File: config.mk
export PLATFORM = sky130hd
export DESIGN_NAME = cobs_packet_deframer
export DESIGN_NICKNAME = d
export VERILOG_FILES = /design/src/rtl/cpd_pkg.sv /design/src/rtl/cpd_front.sv /design/src/rtl/cpd_queue.sv /design/src/rtl/cpd_back.sv /design/src/rtl/cobs_packet_deframer.sv
export SDC_FILE = /design/constraint.sdc
export NUM_CORES = 1
export LEC_CHECK = 0
export BUFFER_PORTS_ARGS = -buffer_cell sky130_fd_sc_hd__buf_4
export CORE_AREA = 2 2 119 121
export DETAILED_ROUTE_END_ITERATION = 6
export DIE_AREA = 0 0 121 123
export PLACE_DENSITY = 0.57
export SETUP_SLACK_MARGIN = 0.3
export SYNTH_ARGS = -nofsm -noshare
export SYNTH_HDL_FRONTEND = slang
export SYNTH_SLANG_ARGS = --single-unit
export TNS_END_PERCENT = 5
File: constraint.sdc
create_clock -name clk_i -period 5.9 [get_ports clk_i]
set_input_delay 1.18 -clock clk_i [delete_from_list [all_inputs] [get_ports clk_i]]
set_output_delay 1.18 -clock clk_i [all_outputs]
set_load 0.1 [all_outputs]
File: src/rtl/cpd_pkg.sv
// Shared types and constants for the COBS packet deframer.
// Used by cpd_front, cpd_queue, cpd_back and cobs_packet_deframer; no dependencies.
`default_nettype none

package cpd_pkg;

  // Encoded frame position width (bytes accepted within a frame)
  localparam int unsigned PosWidth    = 9;
  // Decoded header bytes ahead of the payload
  localparam int unsigned HeaderBytes = 4;
  // Entries in the front-to-back queue
  localparam int unsigned QueueDepth  = 2;

  // Label of a decoded byte
  typedef enum logic [2:0] {
    KindSeq      = 3'd0,
    KindIdA      = 3'd1,
    KindIdB      = 3'd2,
    KindLen      = 3'd3,
    KindPayload  = 3'd4,
    KindChecksum = 3'd5,
    KindEnd      = 3'd6
  } kind_e;

  // Classified byte handed from front to back
  typedef struct packed {
    logic [7:0] data;
    kind_e      kind;
    logic [7:0] index;
  } cpd_item_t;

endpackage

`default_nettype wire

File: src/rtl/cpd_front.sv
// Front end: COBS decode and field labelling of received bytes.
// Depends on cpd_pkg; pushes labelled bytes toward cpd_queue.
`default_nettype none

module cpd_front #(
  parameter int unsigned MAX_FRAME_BYTES = 256
) (
  input  wire logic                clk_i,
  input  wire logic                rst_ni,
  input  wire logic [7:0]          rx_byte_i,
  input  wire logic                in_valid_i,
  output logic                     in_ready_o,
  output logic                     push_valid_o,
  input  wire logic                push_ready_i,
  output cpd_pkg::cpd_item_t       push_item_o
);

  localparam int unsigned PW = cpd_pkg::PosWidth;
  localparam logic [PW-1:0] LastPos = PW'(MAX_FRAME_BYTES - 1);

  logic [PW-1:0] pos_q, pos_d;
  logic [PW-1:0] code_pos_q, code_pos_d;
  logic [7:0]    len_q, len_d;

  logic          accept;
  logic [PW-1:0] dec_idx;
  logic [PW:0]   dec_idx_w;
  logic [PW:0]   pay_end;
  logic [7:0]    val;

  assign in_ready_o = push_ready_i;
  assign accept     = in_valid_i && in_ready_o;

  // decoded byte number and the checksum slot
  assign dec_idx   = pos_q - PW'(1);
  assign dec_idx_w = {1'b0, dec_idx};
  assign pay_end   = (PW+1)'(cpd_pkg::HeaderBytes) + {{(PW-7){1'b0}}, len_q};
  assign val       = (pos_q == code_pos_q) ? 8'd0 : rx_byte_i;

  // classify one byte and advance frame state
  always_comb begin
    pos_d        = pos_q;
    code_pos_d   = code_pos_q;
    len_d        = len_q;
    push_valid_o = 1'b0;
    push_item_o  = '{data: 8'd0, kind: cpd_pkg::KindEnd, index: 8'd0};
    if (accept) begin
      if (rx_byte_i == 8'd0) begin
        // delimiter: status transaction and frame clear
        push_valid_o = 1'b1;
        pos_d        = '0;
        code_pos_d   = '0;
        len_d        = '0;
      end else if (pos_q < LastPos) begin
        pos_d = pos_q + PW'(1);
        if (pos_q == '0) begin
          code_pos_d = {{(PW-8){1'b0}}, rx_byte_i};
        end else begin
          if (pos_q == code_pos_q) begin
            code_pos_d = pos_q + {{(PW-8){1'b0}}, rx_byte_i};
          end
          push_item_o.data = val;
          if (dec_idx_w < (PW+1)'(cpd_pkg::HeaderBytes)) begin
            push_valid_o     = 1'b1;
            push_item_o.kind = cpd_pkg::kind_e'(dec_idx[2:0]);
            if (push_item_o.kind == cpd_pkg::KindLen) begin
              len_d = val;
            end
          end else if (dec_idx_w < pay_end) begin
            push_valid_o      = 1'b1;
            push_item_o.kind  = cpd_pkg::KindPayload;
            push_item_o.index = 8'(dec_idx - PW'(cpd_pkg::HeaderBytes));
          end else if (dec_idx_w == pay_end) begin
            push_valid_o     = 1'b1;
            push_item_o.kind = cpd_pkg::KindChecksum;
          end
        end
      end
    end
  end

  // frame state registers
  always_ff @(posedge clk_i or negedge rst_ni) begin
    if (!rst_ni) begin
      pos_q      <= '0;
      code_pos_q <= '0;
      len_q      <= '0;
    end else begin
      pos_q      <= pos_d;
      code_pos_q <= code_pos_d;
      len_q      <= len_d;
    end
  end

endmodule

`default_nettype wire

File: src/rtl/cpd_queue.sv
// Short FIFO between front and back of the deframer.
// Depends on cpd_pkg for the item type and depth.
`default_nettype none

module cpd_queue (
  input  wire logic               clk_i,
  input  wire logic               rst_ni,
  input  wire logic               push_valid_i,
  output logic                    push_ready_o,
  input  wire cpd_pkg::cpd_item_t push_item_i,
  output logic                    pop_valid_o,
  input  wire logic               pop_ready_i,
  output cpd_pkg::cpd_item_t      pop_item_o
);

  localparam int unsigned Depth = cpd_pkg::QueueDepth;
  localparam int unsigned AW    = (Depth > 1) ? $clog2(Depth) : 1;
  localparam int unsigned CW    = $clog2(Depth + 1);

  cpd_pkg::cpd_item_t mem_q [Depth];
  logic [AW-1:0] wr_ptr_q, rd_ptr_q;
  logic [CW-1:0] count_q;
  logic          push, pop;

  assign push_ready_o = (count_q != CW'(Depth));
  assign pop_valid_o  = (count_q != '0);
  assign pop_item_o   = mem_q[rd_ptr_q];
  assign push         = push_valid_i && push_ready_o;
  assign pop          = pop_valid_o && pop_ready_i;

  // storage
  always_ff @(posedge clk_i) begin
    if (push) begin
      mem_q[wr_ptr_q] <= push_item_i;
    end
  end

  // pointers and fill count
  always_ff @(posedge clk_i or negedge rst_ni) begin
    if (!rst_ni) begin
      wr_ptr_q <= '0;
      rd_ptr_q <= '0;
      count_q  <= '0;
    end else begin
      if (push) begin
        wr_ptr_q <= (wr_ptr_q == AW'(Depth - 1)) ? '0 : wr_ptr_q + AW'(1);
      end
      if (pop) begin
        rd_ptr_q <= (rd_ptr_q == AW'(Depth - 1)) ? '0 : rd_ptr_q + AW'(1);
      end
      if (push && !pop) begin
        count_q <= count_q + CW'(1);
      end else if (pop && !push) begin
        count_q <= count_q - CW'(1);
      end
    end
  end

`ifndef SYNTHESIS
  a_no_underflow: assert property (@(posedge clk_i) disable iff (!rst_ni)
    pop && !push |=> count_q == $past(count_q) - CW'(1))
    else $error("queue count did not drop on pop");
  a_count_bound: assert property (@(posedge clk_i) disable iff (!rst_ni)
    count_q <= CW'(Depth))
    else $error("queue count past depth");
  a_full_holds: assert property (@(posedge clk_i) disable iff (!rst_ni)
    !push_ready_o && !pop_ready_i |=> !push_ready_o)
    else $error("full queue freed without a pop");
`endif

endmodule

`default_nettype wire

File: src/rtl/cpd_back.sv
// Back end: checksum tracking and registered result output.
// Depends on cpd_pkg; pops labelled bytes from cpd_queue.
`default_nettype none

module cpd_back (
  input  wire logic               clk_i,
  input  wire logic               rst_ni,
  input  wire logic               pop_valid_i,
  output logic                    pop_ready_o,
  input  wire cpd_pkg::cpd_item_t pop_item_i,
  output logic                    out_valid_o,
  input  wire logic               out_ready_i,
  output logic [7:0]              data_byte_o,
  output logic [2:0]              field_kind_o,
  output logic [7:0]              payload_index_o,
  output logic                    frame_end_o,
  output logic                    checksum_ok_o
);

  logic       valid_q;
  logic [7:0] data_q, index_q;
  logic [2:0] kind_q;
  logic       end_q, ok_q;
  logic [7:0] xor_q;
  logic       match_q;
  logic       pop;

  assign pop         = pop_valid_i && pop_ready_o;
  assign pop_ready_o = !valid_q || out_ready_i;

  // output valid and checksum state
  always_ff @(posedge clk_i or negedge rst_ni) begin
    if (!rst_ni) begin
      valid_q <= 1'b0;
      xor_q   <= '0;
      match_q <= 1'b0;
    end else begin
      if (pop_ready_o) begin
        valid_q <= pop_valid_i;
      end
      if (pop) begin
        unique case (pop_item_i.kind)
          cpd_pkg::KindPayload:  xor_q <= xor_q ^ pop_item_i.data;
          cpd_pkg::KindChecksum: match_q <= (pop_item_i.data == xor_q);
          cpd_pkg::KindEnd: begin
            xor_q   <= '0;
            match_q <= 1'b0;
          end
          default: ;
        endcase
      end
    end
  end

  // result payload
  always_ff @(posedge clk_i) begin
    if (pop) begin
      data_q  <= pop_item_i.data;
      kind_q  <= pop_item_i.kind;
      index_q <= pop_item_i.index;
      end_q   <= (pop_item_i.kind == cpd_pkg::KindEnd);
      ok_q    <= (pop_item_i.kind == cpd_pkg::KindEnd) && match_q;
    end
  end

  assign out_valid_o     = valid_q;
  assign data_byte_o     = data_q;
  assign field_kind_o    = kind_q;
  assign payload_index_o = index_q;
  assign frame_end_o     = end_q;
  assign checksum_ok_o   = ok_q;

endmodule

`default_nettype wire

File: src/rtl/cobs_packet_deframer.sv
// A classified byte is written to the queue, then popped into the output register.
// Throughput: one byte per cycle while out_ready_i is high; the front decode
// and the back checksum stage each take one byte a cycle, a two-entry queue parts
// them. Bytes that yield no result (first code, trailing, overlong) push nothing.
// Reset (rst_ni low, asynchronous) clears frame state, queue and output.
// Depends on cpd_pkg, cpd_front, cpd_queue and cpd_back.
`default_nettype none

module cobs_packet_deframer #(
  parameter int unsigned MAX_FRAME_BYTES = 256
) (
  input  wire logic       clk_i,
  input  wire logic       rst_ni,
  input  wire logic [7:0] rx_byte_i,
  input  wire logic       in_valid_i,
  output logic            in_ready_o,
  output logic            out_valid_o,
  input  wire logic       out_ready_i,
  output logic [7:0]      data_byte_o,
  output logic [2:0]      field_kind_o,
  output logic [7:0]      payload_index_o,
  output logic            frame_end_o,
  output logic            checksum_ok_o
);

  logic               push_valid, push_ready;
  cpd_pkg::cpd_item_t push_item;
  logic               pop_valid, pop_ready;
  cpd_pkg::cpd_item_t pop_item;

  // decode and label
  cpd_front #(
    .MAX_FRAME_BYTES(MAX_FRAME_BYTES)
  ) u_front (
    .clk_i       (clk_i),
    .rst_ni      (rst_ni),
    .rx_byte_i   (rx_byte_i),
    .in_valid_i  (in_valid_i),
    .in_ready_o  (in_ready_o),
    .push_valid_o(push_valid),
    .push_ready_i(push_ready),
    .push_item_o (push_item)
  );

  // decoupling queue
  cpd_queue u_queue (
    .clk_i       (clk_i),
    .rst_ni      (rst_ni),
    .push_valid_i(push_valid),
    .push_ready_o(push_ready),
    .push_item_i (push_item),
    .pop_valid_o (pop_valid),
    .pop_ready_i (pop_ready),
    .pop_item_o  (pop_item)
  );

  // checksum and output register
  cpd_back u_back (
    .clk_i          (clk_i),
    .rst_ni         (rst_ni),
    .pop_valid_i    (pop_valid),
    .pop_ready_o    (pop_ready),
    .pop_item_i     (pop_item),
    .out_valid_o    (out_valid_o),
    .out_ready_i    (out_ready_i),
    .data_byte_o    (data_byte_o),
    .field_kind_o   (field_kind_o),
    .payload_index_o(payload_index_o),
    .frame_end_o    (frame_end_o),
    .checksum_ok_o  (checksum_ok_o)
  );

`ifndef SYNTHESIS
  a_ok_on_end: assert property (@(posedge clk_i) disable iff (!rst_ni)
    out_valid_o && checksum_ok_o |-> frame_end_o)
    else $error("checksum_ok outside frame end");
  a_index_payload: assert property (@(posedge clk_i) disable iff (!rst_ni)
    out_valid_o && payload_index_o != 8'd0 |->
      field_kind_o == cpd_pkg::KindPayload)
    else $error("payload index on non-payload transaction");
  a_stall_source: assert property (@(posedge clk_i) disable iff (!rst_ni)
    !in_ready_o |-> out_valid_o)
    else $error("input stalled with empty output");
`endif

endmodule

`default_nettype wire
==> results list <==
- Outcome: finished clean
* Number of nets in the synthesized netlist: 487
- Setup Buffers After CTS: 0
- At the later pin of the worst-skew pair, clock insertion delay measures 0.35 ns.
- Clk buf depth: 2
- 0 antenna diodes ended up in the layout.
* Fill cell total of the finished layout: 1317
- Worst reg2reg startpoint: u_front.pos_q[0]$_DFFE_PN0P_
- Via count of the first global-routing pass: 3411
- Post-synth ARST share: 40.40%
- Buffers inserted to repair hold after CTS numbered 0.
* CP most frequent cell: sky130_fd_sc_hd__ha_1
* Clock buffer count from CTS: 9
- Setup violations, final: 0
* Standard-cell row count: 43
* Worst setup path class: flip-flop to flip-flop
* Buf+Inv Stages, Crit Path: 2
- Minimum setup slack in the final design: 1.819 ns
- Of the synthesized area, sequential elements account for 53.71%.
- For the worst setup path, the data required time is 5.93 ns.
* Total number of yosys warnings: 0
- The floorplan step set the die width to 121 microns.
* Pre-antenna DRT Iters: 4
- Once detailed placement completed, the half-perimeter wirelength came to 8.014 mm.
- In this run, synthesis inferred 59 flip-flops with an integrated enable.
- Total stage count of the critical path: 14
* Final weighted congestion in routability-driven placement: 0.8952
- In this run the worst hold path is classified as flip-flop to flip-flop.
- The H-tree was split into 3 levels.
- The cell area that synthesis handed to floorplanning was 0.005162 sq mm.
* First-pass GRT wire length: 18.06 mm
- Yosys attributes the largest share of cell area to sky130_fd_sc_hd__edfxtp_1 (34%), sky130_fd_sc_hd__dfrtp_1 (19%), sky130_fd_sc_hd__ha_1 (4.8%).
* Number of sinks on the clock net: 99
- STA classifies the critical path endpoint as a flip-flop.
- Including well taps, the total number of placed cells is 657.
* Overall Global Routing Usage: 16.06%
- Post_cts resized: 0
* Setup WS pre-CTS: 1.827 ns
- The worst setup path is launched from a flip-flop.
- Largest area contributor in the netlist: sky130_fd_sc_hd__edfxtp_1
- Signal arrival time at the worst endpoint: 4.11 ns
* Number of stages on the worst hold path: 1
- Remaining antenna violation count: 0
- Counting I/O delays and the setup requirement, the final critical path takes 4.081 ns.
- The initial antenna violation count was 0.
* Initial Utilization: 37.93%
- The synthesized design devotes to its leading area cell type 34.32% of total area.
* Vias after detailed routing: 3478
- In the routed design, unresolved DRC markers number 0.
- Predominant post-synthesis flop cell: sky130_fd_sc_hd__edfxtp_1
- The total overflow left after global routing is 0.
- Highest cell delay on the worst timing path: 0.55 ns
- Final core utilization: 43.16%
- Each instance of the synthesized netlist takes up on average 11.37 sq um.
- In this run the worst path has a maximum fanout of 19.
- Cell breakdown of the critical path: inv_1, ha_1, nor3b_2, nand2_1, nor3_1, xor2_1, ha_1, nand4_1, or4b_1, o31ai_1, or2_1, o22ai_2, nor2b_1, buf_4
* Min-Delay Endpoint: u_back.match_q$_DFFE_PN0P_
* Root buffer cell: sky130_fd_sc_hd__clkbuf_16
- WL final: 11.21 mm
* Die boundary height: 123 microns
- Unrepaired setup endpoints after global routing: no
- Critical hold path startpoint: u_back.match_q$_DFFE_PN0P_
* Non-filler instance count after layout: 673
- In the final routed layout, each cell accounts on average for 16.65 microns.
* Number of primary I/O pins: 35
- Core box area: 0.01361 sq mm
- TritonCTS built the clock tree.
- Measured against its own limit, the worst slew margin works out to 32.33%.
- Buffers added on ports: 34
- In this run the register-to-register setup slack is 1.82 ns.
* Via density per instance: 5.168
* Reg2Reg Capture Point: u_queue.mem_q[1][4]$_DFFE_PP_
- Based on the critical path, the design can be clocked at up to 0.2450 GHz.
- The post-route netlist has 16.84% of its cells at a drive strength greater than 1.
* Register-to-Register Path Depth: 14
* Number of instances in the synthesized netlist: 454
* Total count of hold-check failures in the final report: 0
* Kind of cell adding the most delay to the critical path: simple AND/OR/NAND/NOR gates
- The final layout contains 521 nets.
- On the final layout, the worst clock skew is 0.006574 ns.
* Post-synth cell types: 59
- Clk slew on worst S/H paths: 0.07 ns
- Across the run, the number of max-cap violations was 0.
- After layout, the worst path uses 69.18% of the clock period.
- In the final timing run, aggregate negative setup slack is 0 ns.
- Crit path max-delay cell type: sky130_fd_sc_hd__dfrtp_1
* Iteration-0 DRC Markers: 258
* Final Max Tran Viols: 0
- The die covers 0.01488 sq mm.
- Largest net degree at the start of global routing: 41
- Slew at the pin closest to its max-slew limit: 1.011 ns
- The area growth from synthesis to layout is 13.79%.
- After synthesis the netlist holds a flip-flop and latch count of 99.
==> state kept, by name, indices dropped and copies added, names as in the netlist <==
register and flops:
u_queue.count_q 2, u_back.field_kind_o 3, u_front.code_pos_q 9, u_front.len_q 8
u_back.out_valid_o 1, u_queue.rd_ptr_q 1, u_back.match_q 1, u_back.data_byte_o 8
u_back.checksum_ok_o 1, u_front.pos_q 9, u_back.payload_index_o 8, u_back.frame_end_o 1
u_back.xor_q 8, u_queue.mem_q 38, u_queue.wr_ptr_q 1
==> worst reg2reg max path: stages (launching register included) <==
cell	delay [ns]
sky130_fd_sc_hd__dfrtp_1	0.55
sky130_fd_sc_hd__inv_1	0.16
sky130_fd_sc_hd__ha_1	0.19
sky130_fd_sc_hd__nor3b_2	0.28
sky130_fd_sc_hd__nand2_1	0.15
sky130_fd_sc_hd__nor3_1	0.37
sky130_fd_sc_hd__xor2_1	0.13
sky130_fd_sc_hd__ha_1	0.32
sky130_fd_sc_hd__nand4_1	0.07
sky130_fd_sc_hd__or4b_1	0.48
sky130_fd_sc_hd__o31ai_1	0.36
sky130_fd_sc_hd__or2_1	0.17
sky130_fd_sc_hd__o22ai_2	0.10
sky130_fd_sc_hd__nor2b_1	0.16
sky130_fd_sc_hd__buf_4	0.28
==> per-stage QoR <==
step | area, sq um | hold slack, ns
finish | 5874 | 0.4802
detailed placement | 5600 | 0.4758
global placement | 5600 | 0.4693
floorplan | 5162 | 0.4481
global route | 5874 | 0.5165
CTS | 5874 | 0.4876
==> cells in the mapped netlist (3+ instances only) <==
cell type,instances
sky130_fd_sc_hd__xor2_1,25
sky130_fd_sc_hd__xnor2_1,21
sky130_fd_sc_hd__nor3_1,6
sky130_fd_sc_hd__clkbuf_1,5
sky130_fd_sc_hd__and2_1,3
sky130_fd_sc_hd__nand4_1,3
sky130_fd_sc_hd__nand3_1,9
sky130_fd_sc_hd__mux2i_1,5
sky130_fd_sc_hd__buf_2,6
sky130_fd_sc_hd__a22o_1,7
sky130_fd_sc_hd__nand2_1,44
sky130_fd_sc_hd__inv_1,13
sky130_fd_sc_hd__o31ai_1,4
sky130_fd_sc_hd__o21ai_0,34
sky130_fd_sc_hd__a21o_1,6
sky130_fd_sc_hd__a21oi_1,11
sky130_fd_sc_hd__ha_1,20
sky130_fd_sc_hd__o21ai_1,4
sky130_fd_sc_hd__nor4_1,5
sky130_fd_sc_hd__mux2_2,18
sky130_fd_sc_hd__edfxtp_1,59
sky130_fd_sc_hd__a31oi_1,4
sky130_fd_sc_hd__nand2b_1,4
sky130_fd_sc_hd__dfrtp_1,40
sky130_fd_sc_hd__or3_1,3
sky130_fd_sc_hd__nor2_1,40
sky130_fd_sc_hd__and3_1,13
sky130_fd_sc_hd__a32oi_1,3
sky130_fd_sc_hd__nor2b_1,3
==> how the worst max path moves through the flow <==
stage	start	to	slack (ns)
detailed placement	u_front.pos_q[0]$_DFFE_PN0P_	u_queue.mem_q[1][5]$_DFFE_PP_	1.83
CTS	u_front.pos_q[0]$_DFFE_PN0P_	u_queue.mem_q[1][5]$_DFFE_PP_	1.80
floorplan	u_front.pos_q[0]$_DFFE_PN0P_	u_queue.mem_q[1][0]$_DFFE_PP_	1.66
global placement	u_front.pos_q[0]$_DFFE_PN0P_	u_queue.mem_q[1][4]$_DFFE_PP_	1.95
finish	u_front.pos_q[0]$_DFFE_PN0P_	u_queue.mem_q[1][4]$_DFFE_PP_	1.82
global route	u_front.pos_q[0]$_DFFE_PN0P_	u_queue.count_q[1]$_DFFE_PN0P_	1.40
==> layout by cell type (no fill, tap or decap), drive strengths merged, types with 2 or more instances in the layout <==
cell type	n
nand2	47
a31oi	5
ha	20
and4	2
a22o	7
a21o	6
o21a	2
nor2	40
nand4	3
clkinv	4
mux2	18
a32oi	3
nand2b	4
clkbuf	9
nor4	6
mux2i	5
dfrtp	40
edfxtp	59
xnor2	21
and3	13
nor3	8
o31ai	4
nor2b	3
or3	3
buf	38
a22oi	2
inv	16
a21oi	11
o21ai	38
nand3	10
and2	3
o22ai	2
xor2	25
==> area by class of cell <==
type | instances | area (sq um) | share of cell area (%)
Sequential cell | 99 | 2773 | 47.20
Clock buffer | 9 | 225.2 | 3.834
Inverter | 14 | 52.55 | 0.8946
Tap cell | 180 | 225.2 | 3.834
Timing Repair Buffer | 38 | 285.3 | 4.856
Clock inverter | 7 | 48.80 | 0.8307
Multi-Input combinational cell | 326 | 2265 | 38.55
==> logic make-up (layout without fill, tap and decap cells) <==
family                     count (synthesis)  in the layout  share of synthesized area [%]
AOI/OAI and AO/OA                         88             88                          11.12
DFF                                       99             99                          53.71
adders and majority gates                 21             21                          5.235
buffers and inverters                     29             68                          2.545
xor gates and xnor gates                  46             46                          7.804
muxes                                     23             23                          4.896
and+or+nand+nor                          148            148                          14.69
==> routing by layer <==
metal  part of all wire [%]  GRT usage [%]
met5                      0              0
met4                    2.0          6.759
met3                    4.2          4.520
met2                     48          25.67
met1                     45          20.55
Power is not shown: default switching activity piles up to over one toggle a cycle in this logic, so the estimate is an artifact.
